[src/rtl/core/ppdc_pkg.sv]
package ppdc_pkg;

    // Frame layout constants.
    localparam logic [7:0] SYNC_B0 = 8'hAA;
    localparam logic [7:0] SYNC_B1 = 8'h55;
    localparam logic [7:0] SYNC_B2 = 8'hCC;
    localparam logic [7:0] SYNC_B3 = 8'h33;
    localparam logic [7:0] CMD_B0  = 8'hAC;
    localparam logic [7:0] CMD_B1  = 8'hC9;

    // Header plus CRC bytes counted in the total length field.
    localparam int unsigned HDR_LEN     = 12;
    localparam int unsigned MAX_PAYLOAD = 512;
    localparam int unsigned LEFT_W      = 10;

    localparam logic [15:0] CRC_INIT = 16'hFFFF;
    localparam logic [15:0] CRC_POLY = 16'hA001;

    typedef enum logic [2:0] {
        ST_OK       = 3'd0,
        ST_BAD_SYNC = 3'd1,
        ST_BAD_CMD  = 3'd2,
        ST_BAD_ZERO = 3'd3,
        ST_BAD_IDX  = 3'd4,
        ST_BAD_LEN  = 3'd5,
        ST_BAD_CRC  = 3'd6
    } status_t;

endpackage

[src/rtl/core/photo_packet_deframer_crc16.sv]
// Path: a beat accepted on the slave side sits in the input register, and the
// parser step then loads its result, if any, into the result register that
// drives the master side.
// Rate: one beat per cycle while the master side does not stall; the byte-wise
// CRC and field checks are combinational between the two registers.
// Reset: rst_n is asynchronous, active low; it starts sync hunting, sets the
// expected packet index to 1 and empties both registers.
module photo_packet_deframer_crc16
    import ppdc_pkg::*;
(
    input  logic        clk,
    input  logic        rst_n,

    input  logic        s_tvalid,
    output logic        s_tready,
    input  logic [7:0]  s_tdata,   // [7:0] rx_byte
    input  logic        s_tuser,   // [0] mode

    output logic        m_tvalid,
    input  logic        m_tready,
    output logic [23:0] m_tdata,   // [7:0] data_byte, [10:8] status,
                                   // [18:11] packet_index, [23:19] zero
    output logic        m_tuser    // [0] is_status
);

    // Parser phases. Codes 13 to 15 have no meaning and fall back to hunting.
    typedef enum logic [3:0] {
        PH_HUNT  = 4'd0,
        PH_SYNC1 = 4'd1,
        PH_SYNC2 = 4'd2,
        PH_SYNC3 = 4'd3,
        PH_LENH  = 4'd4,
        PH_LENL  = 4'd5,
        PH_CMD0  = 4'd6,
        PH_CMD1  = 4'd7,
        PH_ZERO  = 4'd8,
        PH_INDEX = 4'd9,
        PH_DATA  = 4'd10,
        PH_CRCH  = 4'd11,
        PH_CRCL  = 4'd12
    } phase_t;

    // Input register.
    logic        in_valid_reg;
    logic        in_mode_reg;
    logic [7:0]  in_byte_reg;

    // Parser state.
    phase_t              phase_reg, phase_next;
    logic [LEFT_W-1:0]   left_reg, left_next;
    logic [15:0]         crc_reg, crc_next;
    logic [7:0]          index_reg, index_next;
    logic [7:0]          len_hi_reg, len_hi_next;
    logic [7:0]          crc_hi_reg, crc_hi_next;
    logic [1:0]          skip_reg, skip_next;

    // Result register.
    logic        out_valid_reg;
    logic [7:0]  out_data_reg;
    logic        out_is_stat_reg;
    status_t     out_status_reg;
    logic [7:0]  out_index_reg;

    logic        process;
    logic        emit;
    logic [7:0]  emit_data;
    logic        emit_is_stat;
    status_t     emit_status;
    logic [15:0] crc_fed;
    logic [15:0] total;
    logic [15:0] rx_crc;

    // The parser step fires when an input beat is held and the result register
    // is free or is being drained in this cycle.
    assign process  = in_valid_reg && (!out_valid_reg || m_tready);
    assign s_tready = !in_valid_reg || process;

    ppdc_crc_step u_crc
    (
        .crc_in  ((phase_reg == PH_HUNT) ? CRC_INIT : crc_reg),
        .data    (in_byte_reg),
        .crc_out (crc_fed)
    );

    assign total  = {len_hi_reg, in_byte_reg};
    assign rx_crc = {crc_hi_reg, in_byte_reg};

    always_comb
    begin
        phase_next   = phase_reg;
        left_next    = left_reg;
        crc_next     = crc_reg;
        index_next   = index_reg;
        len_hi_next  = len_hi_reg;
        crc_hi_next  = crc_hi_reg;
        skip_next    = skip_reg;
        emit         = 1'b0;
        emit_data    = 8'h00;
        emit_is_stat = 1'b0;
        emit_status  = ST_OK;

        if (in_mode_reg)
        begin
            // A new transfer drops any frame in progress without a result.
            phase_next = PH_HUNT;
            index_next = 8'd1;
            left_next  = '0;
            skip_next  = 2'd0;
        end
        else
        begin
            unique case (phase_reg)
                PH_HUNT:
                begin
                    if (in_byte_reg == SYNC_B0)
                    begin
                        crc_next   = crc_fed;
                        phase_next = PH_SYNC1;
                    end
                end
                PH_SYNC1, PH_SYNC2, PH_SYNC3:
                begin
                    if ((phase_reg == PH_SYNC1 && in_byte_reg != SYNC_B1) ||
                        (phase_reg == PH_SYNC2 && in_byte_reg != SYNC_B2) ||
                        (phase_reg == PH_SYNC3 && in_byte_reg != SYNC_B3))
                    begin
                        phase_next   = PH_HUNT;
                        emit         = 1'b1;
                        emit_is_stat = 1'b1;
                        emit_status  = ST_BAD_SYNC;
                    end
                    else
                    begin
                        crc_next   = crc_fed;
                        phase_next = phase_t'(phase_reg + 4'd1);
                    end
                end
                PH_LENH:
                begin
                    len_hi_next = in_byte_reg;
                    crc_next    = crc_fed;
                    phase_next  = PH_LENL;
                end
                PH_LENL:
                begin
                    crc_next = crc_fed;
                    if (total < 16'(HDR_LEN) || total > 16'(MAX_PAYLOAD + HDR_LEN))
                    begin
                        phase_next   = PH_HUNT;
                        emit         = 1'b1;
                        emit_is_stat = 1'b1;
                        emit_status  = ST_BAD_LEN;
                    end
                    else
                    begin
                        left_next  = LEFT_W'(total - 16'(HDR_LEN));
                        phase_next = PH_CMD0;
                    end
                end
                PH_CMD0, PH_CMD1:
                begin
                    if ((phase_reg == PH_CMD0 && in_byte_reg != CMD_B0) ||
                        (phase_reg == PH_CMD1 && in_byte_reg != CMD_B1))
                    begin
                        phase_next   = PH_HUNT;
                        emit         = 1'b1;
                        emit_is_stat = 1'b1;
                        emit_status  = ST_BAD_CMD;
                    end
                    else
                    begin
                        crc_next   = crc_fed;
                        phase_next = (phase_reg == PH_CMD0) ? PH_CMD1 : PH_ZERO;
                    end
                end
                PH_ZERO:
                begin
                    if (in_byte_reg != 8'h00)
                    begin
                        phase_next   = PH_HUNT;
                        emit         = 1'b1;
                        emit_is_stat = 1'b1;
                        emit_status  = ST_BAD_ZERO;
                    end
                    else
                    begin
                        crc_next   = crc_fed;
                        phase_next = PH_INDEX;
                    end
                end
                PH_INDEX:
                begin
                    if (in_byte_reg != index_reg)
                    begin
                        phase_next   = PH_HUNT;
                        emit         = 1'b1;
                        emit_is_stat = 1'b1;
                        emit_status  = ST_BAD_IDX;
                    end
                    else
                    begin
                        crc_next   = crc_fed;
                        // The first packet of a transfer starts with two bytes
                        // that the consumer does not want.
                        skip_next  = (index_reg == 8'd1) ? 2'd2 : 2'd0;
                        phase_next = (left_reg != '0) ? PH_DATA : PH_CRCH;
                    end
                end
                PH_DATA:
                begin
                    crc_next  = crc_fed;
                    left_next = left_reg - LEFT_W'(1);
                    if (left_reg == LEFT_W'(1))
                    begin
                        phase_next = PH_CRCH;
                    end
                    if (skip_reg != 2'd0)
                    begin
                        skip_next = skip_reg - 2'd1;
                    end
                    else
                    begin
                        emit      = 1'b1;
                        emit_data = in_byte_reg;
                    end
                end
                PH_CRCH:
                begin
                    crc_hi_next = in_byte_reg;
                    phase_next  = PH_CRCL;
                end
                PH_CRCL:
                begin
                    phase_next   = PH_HUNT;
                    emit         = 1'b1;
                    emit_is_stat = 1'b1;
                    if (rx_crc == crc_reg)
                    begin
                        emit_status = ST_OK;
                        index_next  = index_reg + 8'd1;
                    end
                    else
                    begin
                        emit_status = ST_BAD_CRC;
                    end
                end
                default:
                begin
                    phase_next = PH_HUNT;
                end
            endcase
        end
    end

    always_ff @(posedge clk or negedge rst_n)
    begin
        if (!rst_n)
        begin
            in_valid_reg    <= 1'b0;
            in_mode_reg     <= 1'b0;
            in_byte_reg     <= 8'h00;
            phase_reg       <= PH_HUNT;
            left_reg        <= '0;
            crc_reg         <= CRC_INIT;
            index_reg       <= 8'd1;
            len_hi_reg      <= 8'h00;
            crc_hi_reg      <= 8'h00;
            skip_reg        <= 2'd0;
            out_valid_reg   <= 1'b0;
            out_data_reg    <= 8'h00;
            out_is_stat_reg <= 1'b0;
            out_status_reg  <= ST_OK;
            out_index_reg   <= 8'h00;
        end
        else
        begin
            if (s_tready)
            begin
                in_valid_reg <= s_tvalid;
                if (s_tvalid)
                begin
                    in_mode_reg <= s_tuser;
                    in_byte_reg <= s_tdata;
                end
            end

            if (process)
            begin
                phase_reg     <= phase_next;
                left_reg      <= left_next;
                crc_reg       <= crc_next;
                index_reg     <= index_next;
                len_hi_reg    <= len_hi_next;
                crc_hi_reg    <= crc_hi_next;
                skip_reg      <= skip_next;
                out_valid_reg <= emit;
                if (emit)
                begin
                    out_data_reg    <= emit_data;
                    out_is_stat_reg <= emit_is_stat;
                    out_status_reg  <= emit_status;
                    // The index is the one of the frame in progress, before it
                    // advances on a good CRC.
                    out_index_reg   <= index_reg;
                end
            end
            else if (m_tready)
            begin
                out_valid_reg <= 1'b0;
            end
        end
    end

    assign m_tvalid = out_valid_reg;
    assign m_tuser  = out_is_stat_reg;
    assign m_tdata  = {5'b00000, out_index_reg, out_status_reg, out_data_reg};

endmodule

[src/rtl/core/ppdc_crc_step.sv]
// One byte of CRC-16/MODBUS (reflected), eight shift steps unrolled.
module ppdc_crc_step
    import ppdc_pkg::*;
(
    input  logic [15:0] crc_in,
    input  logic [7:0]  data,
    output logic [15:0] crc_out
);

    always_comb
    begin
        logic [15:0] c;
        c = crc_in ^ {8'h00, data};
        for (int k = 0; k < 8; k++)
        begin
            if (c[0])
            begin
                c = (c >> 1) ^ CRC_POLY;
            end
            else
            begin
                c = c >> 1;
            end
        end
        crc_out = c;
    end

endmodule

[config.mk]
export PLATFORM = sky130hd
export DESIGN_NAME = photo_packet_deframer_crc16
export DESIGN_NICKNAME = d
export VERILOG_FILES = /design/src/rtl/core/ppdc_pkg.sv /design/src/rtl/core/photo_packet_deframer_crc16.sv /design/src/rtl/core/ppdc_crc_step.sv
export SDC_FILE = /design/constraint.sdc
export NUM_CORES = 1
export LEC_CHECK = 0
export BUFFER_PORTS_ARGS = -buffer_cell sky130_fd_sc_hd__buf_2
export CAP_MARGIN = 20
export CORE_MARGIN = 3
export CORE_UTILIZATION = 61
export DETAILED_ROUTE_END_ITERATION = 12
export PLACE_DENSITY = 0.81
export SYNTH_ARGS = -nofsm -noshare
export SYNTH_HDL_FRONTEND = slang
export SYNTH_SLANG_ARGS = --single-unit
[constraint.sdc]
create_clock -name clk -period 3.78 [get_ports clk]
set_clock_uncertainty 0.2 [all_clocks]
set_input_delay 0.567 -clock clk [delete_from_list [all_inputs] [get_ports clk]]
set_output_delay 0.567 -clock clk [all_outputs]
set_load 0.02 [all_outputs]
; Word-level counts from Yosys, hierarchy flattened
; Index checks and enable logic that the tools add are counted.
[op_classes]
addsub = 5
bitwise_logic = 10
magnitude_cmp = 2
muxes = 60
eq_ne = 32
reduce_logical = 36
[op_table]
columns = operator, n
row1 = 16-bit 2-to-1 mux, 14
row2 = 16-bit one-hot mux with 6 select lines, 1
row3 = 8-bit 2-to-1 mux, 6
row4 = 4-bit one-hot mux with 9 select lines, 1
row5 = 4-bit 2-to-1 mux, 8
row6 = 8-bit != test (second input constant), 3
row7 = 2-bit inverter with 3-bit output, 8
row8 = 4-bit equality test (second input constant), 5
row9 = 10-bit 2-to-1 mux, 2
row10 = 10-bit one-hot mux with 2 select lines, 1
row11 = 3-bit one-hot mux with 6 select lines, 1
row12 = 16-bit equality test, 1
row13 = 4-bit by 3-bit equality test with 1-bit output (second input constant), 4
row14 = 16-bit by 10-bit greater-than comparator with 1-bit output (second input constant), 1
row15 = 16-bit by 4-bit < comparator with 1-bit output (second input constant), 1
row16 = 16-bit by 8-bit bitwise XOR with 16-bit output, 1
row17 = 3-bit 2-to-1 mux, 5
row18 = 3-bit AND reduction, 5
row19 = 1-bit 2-to-1 mux, 12
row20 = 2-bit 2-to-1 mux, 6
row21 = 3-bit != test (second input constant), 4
row22 = 10-bit by 1-bit equality test with 1-bit output (second input constant), 1
row23 = 10-bit nonzero test, 1
row24 = 10-bit by 1-bit subtractor with 10-bit output (second input constant), 1
row25 = 31 further kinds, 52
[word_totals]
in_bits = 13
out_inout_bits = 27
wordCells = 160
reg_bits = 87

; Logic depth before layout (Yosys ltp)
[logic_depth]
ltp_word = 21
depth_mapped = 12
depth_no_buf = 9

; By module
; A second synthesis with hierarchy kept.
[hier_totals]
hier_cells = 521
hier_area_um2 = 5442.7
[modules_own_cells]
columns = mod, area_per_inst_um2, n_inst, seq_area_each_um2, cells_per_inst
row1 = photo_packet_deframer_crc16, 5158.7, 1, 2198.4, 492
row2 = ppdc_crc_step, 284.0, 1, 0.0, 29

; Worst setup path before layout
; OpenSTA, ideal clock, no wires.
[synth_path]
path_type = reg-to-reg
from = register in_byte_reg[4]
to = register out_index_reg[5]
stages_incl_launch_ff = 9
arrival_ns = 2.637
setup_time_ns = 0.128
path_slack_ns = 0.815
n_path_buf = 2
path_cell_list = dfrtp_1 > buf_6 > or4_4 > or4b_4 > nand3_2 > nand4b_2 > o21ai_2 > buf_2 > mux2_1
[synth_between]
elab_chain_cells = 8
elab_cells_between_ends = 26
[synth_rtl]
columns = element, line_no
row1 = from (decl), photo_packet_deframer_crc16.sv:46  ; logic [7:0] in_byte_reg;
row2 = from (signal assigned), photo_packet_deframer_crc16.sv:283  ; in_byte_reg <= s_tdata;
row3 = branches (longest 5 deep; another with 16-bit by 4-bit < comparator with 1-bit output), n/a
row4 = 1-bit one-hot mux with 7 select lines *, photo_packet_deframer_crc16.sv:112  ; unique case (phase_reg)
row5 = 1-bit 2-to-1 mux *, photo_packet_deframer_crc16.sv:102  ; if (in_mode_reg)
row6 = 2-bit AND reduction (no line) *, n/a
row7 = to (signal assigned), photo_packet_deframer_crc16.sv:304  ; out_index_reg <= index_reg;
row8 = to (decl), photo_packet_deframer_crc16.sv:62  ; logic [7:0] out_index_reg;
; Mark *: on every way between the ends.
; A chain may end at the register's enable or synchronous reset.

; Worst setup path in the final report
[layout_path]
from = register phase_reg[0]
to = register crc_reg[15]
[layout_between]
elab_chain_cells = 14
elab_cells_between_ends = 52
[layout_rtl]
columns = element, line_no
row1 = from (decl), photo_packet_deframer_crc16.sv:49  ; phase_t phase_reg, phase_next;
row2 = from (signal assigned), photo_packet_deframer_crc16.sv:289  ; phase_reg <= phase_next;
row3 = 4-bit zero test, "photo_packet_deframer_crc16.sv:80, photo_packet_deframer_crc16.sv:112"
row4 = 16-bit 2-to-1 mux, photo_packet_deframer_crc16.sv:80  ; .crc_in ((phase_reg == PH_HUNT) ? CRC_INIT : crc_reg),
row5 = 16-bit by 8-bit bitwise XOR with 16-bit output, ppdc_crc_step.sv:13  ; c = crc_in ^ {8'h00, data};
row6 = 16-bit 2-to-1 mux or 2-bit inverter with 3-bit output (tied branches) (6 in series), n/a
row7 = 2-bit inverter with 3-bit output (no line) or 16-bit 2-to-1 mux (tied branches), n/a
row8 = 16-bit 2-to-1 mux (2 in series), ppdc_crc_step.sv:16  ; if (c[0])
row9 = 16-bit 2-to-1 mux (on tied branches), n/a
row10 = 16-bit one-hot mux with 6 select lines, photo_packet_deframer_crc16.sv:112
row11 = to (signal assigned), photo_packet_deframer_crc16.sv:291  ; crc_reg <= crc_next;
row12 = to (decl), photo_packet_deframer_crc16.sv:51  ; logic [15:0] crc_reg, crc_next;
; Parallel ways exist; a longest one is shown, timed or not. The select of a mux whose other input is x is not followed.

==> impl_results.md <==
* Status: complete, no violations
* Final GP Congestion at 0.928
* Critical Path Sink Type: register
* Largest net degree at the start of global routing at 81
* Post-Route WL at ~12000 um
* Sequential area share after synthesis at about 42%
* Netlist Area Pre-Place at between 0.005 and 0.006 mm^2
* Crit path cell chain: inv_1 > ha_1 > nor3b_2 > buf_4 > nor2_1 > xnor2_1 > xnor2_1 > xnor2_1 > xor3_1 > o21ai_1
* Hold-fix buffers, CTS at 0
* Number of DRC markers in iteration 0 at 265
* Yosys top cell by area: dfrtp_1
* Req. time, crit path at 3.87 ns
* Combinational power share at roughly 28%
* Clock buffer depth at 2
* Die ar. at between 0.009 and 0.01 mm^2
* Main flop type after synthesis: dfrtp_1
* Power Dens Cells at ~460 mW/mm^2
* Post-CTS setup buffer count at 0
* Post-CTS Resized at 0
* Syn Area/Cell at approximately 9.8 um^2
* CTS root buf: clkbuf_8
* Count leader, synth: dfrtp_1
* Drt via density at between 6 and 7
* Worst path slowest cell: nor3b_2
* IO Port Bufs at 34
* Hpwl dp at 8850 um
* Post-synth ARST share at 100%
* Final worst slack at 0.544 ns
* Crit-path most repeated cell: xnor2_1
* Initial Utilization at approximately 63%
* DRC viols at 0
* GR Util All Layers at 26.6%
* Startpoint types: register
* Count of pins over their slew limit at 0
* Clock transition at path regs at around 0.090 ns
* Final Core Density at 68.7%
* Die X at approximately 100 um
* Leak pwr at ~2.6 nW
* Sw power at approximately 0.86 mW
* Peak supply drop at between 0.3 and 0.4 mV
* I/O pin cnt at 40
* CTS tree: yes
* Clk pwr share at between 20% and 30%
* Maximum operating frequency at 0.309 GHz
* Sequential power share at 46.6%
* Tcrit/Tclk final at a little under nine tenths
* Vias in the first global route at 4191
* Syn Inst Count at between 500 and 600
* Drt pass-1 iters at 5
* Via count at 4102
* Initial antenna violation count at 0
* Post-synth EDFFs at 0
* Yosys top cell area share at about a third
* Setup_tns at 0 ns
* YS warnings at 0
* Worst skew pair latency at ~0.35 ns
* Slowest stage delay, CP at about 0.65 ns
* Max FO, Critical Path at 10
* Count of state elements after synthesis at 87
* Worst-margin pin slew at around 1 ns
* Final Hold Viols at 0
* Int Power at 1.74 mW
* First-pass GRT wire length at around 21000 um
* # nets final at between 500 and 600
* Total power at roughly 2.6 mW
* Rel. slew slack at approximately a third
* DR WL/cell at 18.4 um
* Top Family by Delay on Critical Path: XOR/XNOR gates
* Hold WS at approximately 0.16 ns
* Most frequent cells after synthesis: dfrtp_1, xnor2_1, nand2_1
* RSZ-0062 raised after global routing: no
* Final count of negative-setup-slack endpoints at 0
* Total grt overflow at 0
* Area grow syn2layout at 8.68%
* Critical path data arrival time at roughly 3.3 ns
* Detail Route Antenna Nets at 0
* Switching portion of total power at between 30% and 40%
* Kind of critical path: register to register
* Htree depth at 3
* TritonCTS Buffers at 9
* Core ar. at 0.00826 mm^2
* Die Y at just under 100 um
* Diode count at 0
* Post-synth cell types at 67
* Pre-CTS setup slack at 0.614 ns
* Area contributors post-synth: dfrtp_1, xnor2_1, dfstp_2, mux2_2, nand2_1
* Fin crit period at between 3 and 4 ns
* Max reg flops at 16
* Proportion of layout cells with a drive suffix above 1 at ~22%
* # fillers at roughly 660
* Crit path buffers/inverters at 2
* Std cell rows at 33
* Max-Cap Viols at 0
* Sinks on the clock net at 87
* HP Class: input pin to async pin
==> cells by family after synthesis <==
family          share of synthesized area [%]
simple gates                             16.5
compound gates                           13.3
flops                                    42.1
fa+ha+maj                                3.36
other cells                            0.0719
mux                                      8.18
xor+xnor                                 11.8
buf+inv                                  4.63
==> through the flow <==
step           cells  instance area, um^2
4_1_cts          673                 5670
5_1_grt          673                 5670
3_3_place_gp     657                 5480
6_report         673                 5670
2_1_floorplan    539                 5230
3_5_place_dp     657                 5480
==> worst paths after layout <==
path / from / end / slack (ns) / cells after the start
max: phase_reg[0] / crc_reg[15] / 0.54 / 10
min: rst_n / left_reg[4] / 0.16 / 1
max reg2reg: phase_reg[0] / crc_reg[15] / 0.54 / 10
min reg2reg: out_status_reg[2] / out_status_reg[2] / 0.28 / 2
max in group asynchronous: rst_n / crc_reg[5] / 2.41 / 2
min in group clk: s_tvalid / in_valid_reg / 0.21 / 2
==> per-layer routing <==
layer	vias up	global-route usage, %	part of all wire (%)
li1	1912	-	-
met1	2019	38.2	44
met2	148	41.3	46
met3	23	4.60	6.9
met4	0	9.03	2.2
met5	-	0	0
==> power by group through the flow <==
| stage | clock network, mW | registers [mW] | logic, mW |
|---|---|---|---|
| global placement | 0 | 1.22 | 0.699 |
| floorplan | 0 | 1.18 | 0.583 |
| global route | 0.702 | 1.22 | 0.806 |
| detailed placement | 0 | 1.22 | 0.720 |
| finish | 0.656 | 1.21 | 0.730 |
| CTS | 0.674 | 1.21 | 0.724 |
==> cell usage in the layout, fill, tap and decap left out, drive strengths merged, types with 7 or more instances in the layout <==
cell type  count
and3           7
a21oi         11
clkbuf        10
xor2          13
buf           50
mux2          36
nor2          47
inv           18
ha            14
a31oi          7
dfstp         17
nand2         50
a22o           9
nand4          7
nor3          14
dfrtp         70
xnor2         52
o21ai         42
==> area by class of cell <==
type / instances / area, um^2 / area share [%]
Clock inverter: 6 / 67.6 / 1.19
Tap cell: 105 / 131 / 2.32
Timing Repair Buffer: 50 / 293 / 5.16
Inverter: 16 / 60.1 / 1.06
Clock buffer: 10 / 128 / 2.25
Sequential cell: 87 / 2200 / 38.8
Multi-Input combinational cell: 399 / 2790 / 49.2
Power figures use the tool's default switching activity.
